===== config.mk =====
export PLATFORM = sky130hd
export DESIGN_NAME = aes_ram
export DESIGN_NICKNAME = d
export VERILOG_FILES = /design/src/rtl/aes_ram.sv
export SDC_FILE = /design/constraint.sdc
export NUM_CORES = 1
export LEC_CHECK = 0
export BUFFER_PORTS_ARGS = -buffer_cell sky130_fd_sc_hd__buf_2
export CAP_MARGIN = 0
export CORE_MARGIN = 2
export CORE_UTILIZATION = 38
export DETAILED_ROUTE_END_ITERATION = 12
export SKIP_LAST_GASP = 1
export SLEW_MARGIN = 20
export SYNTH_ARGS = -nofsm -noshare
export SYNTH_HDL_FRONTEND = slang
export SYNTH_SLANG_ARGS = --single-unit

===== constraint.sdc =====
create_clock -name clk -period 15.2 [get_ports clk]
set_input_delay 2.28 -clock clk [delete_from_list [all_inputs] [get_ports clk]]
set_output_delay 2.28 -clock clk [all_outputs]
set_load 0.03 [all_outputs]

===== src/rtl/aes_ram.sv =====
module aes_ram #(
	parameter int WIDTH = 128,
	parameter int DEPTH = 11
) (
	input  logic                     clk,
	input  logic                     wr_en,
	input  logic [$clog2(DEPTH)-1:0] wr_addr,
	input  logic [WIDTH-1:0]         wr_data,
	input  logic [$clog2(DEPTH)-1:0] rd_addr,
	output logic [WIDTH-1:0]         rd_data
);
	logic [WIDTH-1:0] mem_q [DEPTH];

	always_ff @(posedge clk) begin
		if (wr_en) begin
			mem_q[wr_addr] <= wr_data;
		end
		rd_data <= mem_q[rd_addr];
	end
endmodule


==> results.txt, run 1 <==
cts repair resizes: 0
hpwl dp: 65100 µm
Clk Latency, worst-skew pair: 780 ps
setup slack, reg-to-reg: 13790 ps
clock root cell: clkbuf_16
first-pass GRT wire length: 194000 µm
Period minus WS final: 4880 ps
final setup fails: 0
Tot GR Track Use: 0.172
CTS clk-pin slew, worst paths: 60 ps
Psw: 0.00200 W
Fin Setup TNS: 0 ps
fraction of layout cells with a size suffix above 1: 0.277
Top cell by count, worst path: buf_12
worst slew pin tran: 1240 ps
Pleak: 22.1 nW
Design Area, Final: 66200 µm²
Pwr Density: 137 nW/µm²
Setup WS pre-CTS: 9500 ps
Ys Warns: 0
vias post-DR: 28700
# IOs: 266
Core Region: 150000 µm²
final hold slack: 546 ps
Buffers & Inverters on Critical Path: 3
Post-Syn Area: 57500 µm²
crit path launch type: primary input
Iter 0 DRT Violations: 2342
Synth area leaders: edfxtp_1 (74%), mux2_2 (7.5%), dfxtp_1 (4.5%)
die area: 154000 µm²
critical path class: in -> reg
critical path arrival: 5480 ps
Die Width: 393 µm
synthesized flop and latch total: 1536
Die Ht: 393 µm
CTS Hold Bufs: 0
critical path required time: 15810 ps
WL/cell: 24.5 µm
distinct cell type count after synthesis: 20
CP cell instances: buf_8 -> buf_12 -> buf_12 -> mux2_2 -> o211ai_1 -> o31ai_1
fin crit share: 0.321
IO Port Bufs: 265
DRC violations left: 0
sw frac: 0.220
CTS tree: done
status: finished, final reports clean
antenna-violating nets left: 0
P&R area growth vs syn: 15.2%
largest vdd supply drop: 0.0822 mV
combinational share of power: 0.056
max-cap violations: 0
initial antenna violation count: 38
crit path capture type: register
postcts setup bufs: 0
FMAX: 205 MHz
Final Hold Fails: 0
CTS Buf Count: 160
largest net degree at the start of global routing: 148
register area share after synthesis: 0.780
Top delay family on crit path: buffers and inverters
H-tree lvl count: 4
Flop pwr share: 0.523
Synth area leader: edfxtp_1
Critical Path Max Stage Delay: 680 ps
Max clock buf depth: 3
final layout net count: 3454
Mapped Cells: 3021
row cnt: 142
drt via density: 5.25
Starting Density: 0.383
CP max FO: 138
skew final: 39.1 ps
Worst Hold Class: reg -> reg
Yosys top cell area share: 0.736
syn_nets: 3159
routed wire length: 134000 µm
vias in the first global route: 28600
internal power: 0.00710 W
first drt pass iteration count: 5
fill count: 13000
Slew Limit Fails: 0
Synth Area per Inst: 19.0 µm²
Crit-path slowest cell: buf_12
Placer Congestion: 0.709
unrepaired setup endpoints after global routing: false
gr ovfl total: 0
post-layout worst setup margin: 10320 ps
CTS Sinks: 1536
Placed Instance Area: 60900 µm²
Worst slew margin: 0.175
clock network fraction of design power: 0.421
[sequential cells by signal (all words and copies together) (netlist names)]
register  cells
rd_data     128
mem_q      1408
[logic make-up (layout without fill, tap and decap cells)]
kind of cell | count (synthesis) | count (layout) | share of synthesized area
other | 0 | 7 | 0
AND/OR/NAND/NOR | 149 | 149 | 0.0158
multiplexers | 640 | 640 | 0.120
buffers and inverters | 184 | 613 | 0.0171
AO/OA/AOI/OAI | 512 | 512 | 0.0669
flip-flops | 1536 | 1536 | 0.780
[layout by cell type (no fill, tap or decap), types with 2 or more instances in the layout]
master and n:
o22ai_1 128, nor2_4 9, clkinv_8 3, bufinv_16 8, clkinvlp_4 5, clkinv_1 18, clkbuf_1 38, diode_2 7
clkinv_16 3, nor3_2 3, clkinv_2 29, a22o_1 128, nand2b_1 130, o211ai_1 128, clkbuf_8 21, buf_12 7
o31ai_1 128, buf_2 262, clkbuf_16 160, buf_8 3, nand3b_1 2, clkinv_4 3, inv_6 2, edfxtp_1 1408
mux2_2 384, dfxtp_1 128, buf_4 44, mux2i_1 256, inv_16 6
[Yosys cell counts]
library cell	number
a22o_1	128
buf_1	8
buf_2	28
buf_4	42
buf_6	13
clkbuf_1	93
dfxtp_1	128
edfxtp_1	1408
mux2_2	384
mux2i_1	256
nand2_1	2
nand2b_1	131
nand3b_1	2
nor2_1	9
nor2b_1	1
nor3_1	3
o211ai_1	128
o22ai_1	128
o31ai_1	128
or3b_2	1
[power groups by stage]
stage / combinational (W) / clock [W] / sequential, W
after floorplan: 0.000248 / 0 / 0.00492
after global placement: 0.000505 / 0 / 0.00485
after detailed placement: 0.000511 / 0 / 0.00485
after CTS: 0.000512 / 0.00392 / 0.00476
after global routing: 0.000545 / 0.00409 / 0.00477
final: 0.000506 / 0.00383 / 0.00476
[metrics by stage]
step                 util  cells  power, W
floorplan               -   3021   0.00516
global placement    0.406   5169   0.00535
detailed placement  0.406   5169   0.00536
CTS                 0.441   5465   0.00919
global route        0.441   5466   0.00940
finish              0.442   5473   0.00910
[per-layer routing]
metal	up-vias	part of all wire	track usage
met3	195	0.075	0.0453
met1	14900	0.46	0.247
met5	-	0.0022	0
li1	12800	-	-
met4	50	0.015	0.0417
met2	782	0.45	0.261
[path summary, 6_finish.rpt]
| kind | start | cells after the start | endpoint |
|---|---|---|---|
| worst max register to register | mem_q[3][10]$_DFFE_PP_ | 3 | rd_data[10]$_DFF_P_ |
| worst max-delay path | rd_addr[0] | 6 | rd_data[62]$_DFF_P_ |
| worst min-delay path | mem_q[10][28]$_DFFE_PP_ | 3 | rd_data[28]$_DFF_P_ |
| worst min register to register | mem_q[10][28]$_DFFE_PP_ | 3 | rd_data[28]$_DFF_P_ |
[layout make-up]
class	count	area, µm²	area share
repair buffers	317	1850	0.0280
diodes	7	17.5	0.000265
clock inverters	77	793	0.0120
clock buffers	219	4440	0.0670
well taps	2016	2520	0.0381
flip-flops and latches	1536	44800	0.677
multi-input cells	1301	11700	0.177
[tightest hold or removal path, cell delays in order, from the launching register on]
cell	delay (ps)
edfxtp_1	310
nand2b_1	90
o211ai_1	80
o31ai_1	60
(Power assumes the default switching activity.)
==> run 2, diff against run 1 <==
==> constraint.sdc (replaced) <==
create_clock -name clk -period 5 [get_ports clk]
set_input_delay 0.75 -clock clk [delete_from_list [all_inputs] [get_ports clk]]
set_output_delay 0.75 -clock clk [all_outputs]
set_load 0.03 [all_outputs]
==> run 2 against run 1 <==
- sequential power increased to 3.0 times the previous value
- sequential share of layout area decreased by 0.43 points
- via count increased by 0.17%
- final area increased by 0.64%
- clock skew about the same
- critical path depth decreased by 1
- critical path type unchanged
- final cell count increased by 0.55%
- global-route usage decreased by 0.17 points
- flip-flop and latch count unchanged
- register-to-register slack got worse by 10000 ps
==> results.txt, run 2 (synthesis gave the netlist of run 1 again) <==
status: finished, final reports clean
die area: 154000 µm² (unchanged)
crit path capture type: register
met3 usage: 0.0497 (+0.00446)
first drt pass iteration count: 5 (unchanged)
DRC violations left: 0 (unchanged)
met2 Usage GRT: 0.256 (-0.00499)
CP max FO: 111 (-20%)
vias post-DR: 28800 (+0.17%)
critical path class: in -> reg
critical path arrival: 3140 ps (-2340 ps)
hold path depth: 1 (-2)
Final Hold Fails: 0 (unchanged)
crit path launch type: primary input
largest vdd supply drop: 0.315 mV (+280%)
internal power: 0.0216 W (+200%)
Reg with most FFs: mem_q
first-pass GRT wire length: 193000 µm (-0.53%)
antenna-violating nets left: 0 (unchanged)
commonest non-fill, non-tap cell in the layout: edfxtp_1
Flop pwr share: 0.523 (about the same)
min-delay src: wr_data[76]
Fin Setup TNS: 0 ps (unchanged)
IO Port Bufs: 265 (unchanged)
met1 GRT Util: 0.244 (-0.00287)
Die Width: 393 µm (unchanged)
sw frac: 0.220 (+0.000328)
CTS tree: done
Iter 0 DRT Violations: 2066 (-12%)
skew final: 38.9 ps (-0.175 ps)
Max clock buf depth: 3 (unchanged)
fill count: 13000 (+0.30%)
WL/cell: 24.2 µm (-1.4%)
vias in the first global route: 29000 (+1.3%)
unrepaired setup endpoints after global routing: false
FF-to-FF End: rd_data[24]$_DFF_P_
FMAX: 401 MHz
# IOs: 266 (unchanged)
Psw: 0.00610 W (+210%)
critical path required time: 5650 ps (-10160 ps)
Slew Limit Fails: 0 (unchanged)
fraction of layout cells with a size suffix above 1: 0.278 (+0.000307)
final hold slack: 241 ps (-304 ps)
H-tree lvl count: 4 (unchanged)
clock network fraction of design power: 0.421 (about the same)
CTS Buf Count: 162 (+1.3%)
commonest cells after routing, fill and taps aside: edfxtp_1 (1408), mux2_2 (384), buf_2 (262)
initial antenna violation count: 46 (+21%)
final layout net count: 3472 (+0.52%)
setup slack, reg-to-reg: 3730 ps (-10060 ps)
Pleak: 22.3 nW (+0.66%)
Worst Hold Class: in -> reg
fin crit share: 0.498
worst slew pin tran: 1010 ps (-231 ps)
GR peak layer: met2
Clk Latency, worst-skew pair: 820 ps (+40 ps)
Placer Congestion: 0.701 (-1.2%)
Core Region: 150000 µm² (unchanged)
routed wire length: 133000 µm (-0.84%)
CTS clk-pin slew, worst paths: 60 ps (about the same)
CTS Sinks: 1536 (unchanged)
Top Registers: mem_q: 1408 flops, rd_data: 128 flops
Largest register FFs: 1408 (unchanged)
drt via density: 5.23 (-0.37%)
final setup fails: 0 (unchanged)
postcts setup bufs: 0 (unchanged)
Hold EP: mem_q[0][76]$_DFFE_PP_
Starting Density: 0.383 (unchanged)
max-cap violations: 0 (unchanged)
largest net degree at the start of global routing: 151 (+2.0%)
reg2reg path depth: 3 (unchanged)
combinational share of power: 0.056 (about the same)
Worst slew margin: 0.327 (+0.153)
Core Util, Final: 0.444 (+0.00281)
hpwl dp: 66900 µm (+2.8%)
gr ovfl total: 0 (unchanged)
P&R area growth vs syn: 16.0%
cts repair resizes: 0 (unchanged)
Tot GR Track Use: 0.171 (-0.00168)
CTS Hold Bufs: 0 (unchanged)
row cnt: 142 (unchanged)
Die Ht: 393 µm (unchanged)
Period minus WS final: 2490 ps
reg2reg start: mem_q[2][24]$_DFFE_PP_
clock root cell: clkbuf_16
Pwr Density: 416 nW/µm² (+200%)
==> run 2: worst max-delay path by stage <==
stage                           from                     to  depth (start not counted)  slack, ps
after CTS                 rd_addr[1]    rd_data[79]$_DFF_P_                          5       2580
after floorplan           wr_addr[3]  mem_q[5][0]$_DFFE_PP_                          2      -1940
final                     rd_addr[1]    rd_data[85]$_DFF_P_                          5       2510
after global routing      rd_addr[1]    rd_data[90]$_DFF_P_                          5       2430
after global placement    rd_addr[1]   rd_data[113]$_DFF_P_                          5       1710
after detailed placement  rd_addr[1]    rd_data[85]$_DFF_P_                          5       1690
==> run 2: critical path, stage by stage <==
cell and delay [ps]:
buf_8 520, nor2b_4 950, buf_12 320, a22o_1 230
o31ai_1 80
==> run 2: power by group through the flow <==
stage / Sequential [W] / Clock [W] / Combinational, W
3_3_place_gp: 0.0148 / 0 / 0.00154
4_1_cts: 0.0145 / 0.0120 / 0.00156
5_1_grt: 0.0145 / 0.0125 / 0.00166
6_report: 0.0145 / 0.0117 / 0.00154
3_5_place_dp: 0.0148 / 0 / 0.00156
2_1_floorplan: 0.0149 / 0 / 0.000756
==> run 2: per-layer routing <==
layer | vias to the layer above | share of wire
met4 | 52 | 0.016
met5 | - | 0.0024
met2 | 753 | 0.45
met1 | 14900 | 0.45
li1 | 12800 | -
met3 | 229 | 0.082
==> run 2: layout make-up <==
class                      instances  area, µm²  share of cell area
tap                             2016       2520              0.0379
sequential                      1536      44800               0.673
clock buffer                     238       4540              0.0682
clock inverter                    67        694              0.0104
multi-input combinational       1301      11800               0.176
antenna                           12       30.0            0.000451
timing repair buffer             333       2240              0.0336
==> run 2: per-stage QoR <==
stage	setup slack [ps]	std cells	cell area, µm²	power, W
after detailed placement	1690	5185	61300	0.0163
after CTS	2580	5490	66600	0.0280
final	2510	5503	66600	0.0277
after global placement	1710	5185	61300	0.0163
after floorplan	-1940	3021	57500	0.0157
after global routing	2430	5493	66600	0.0287
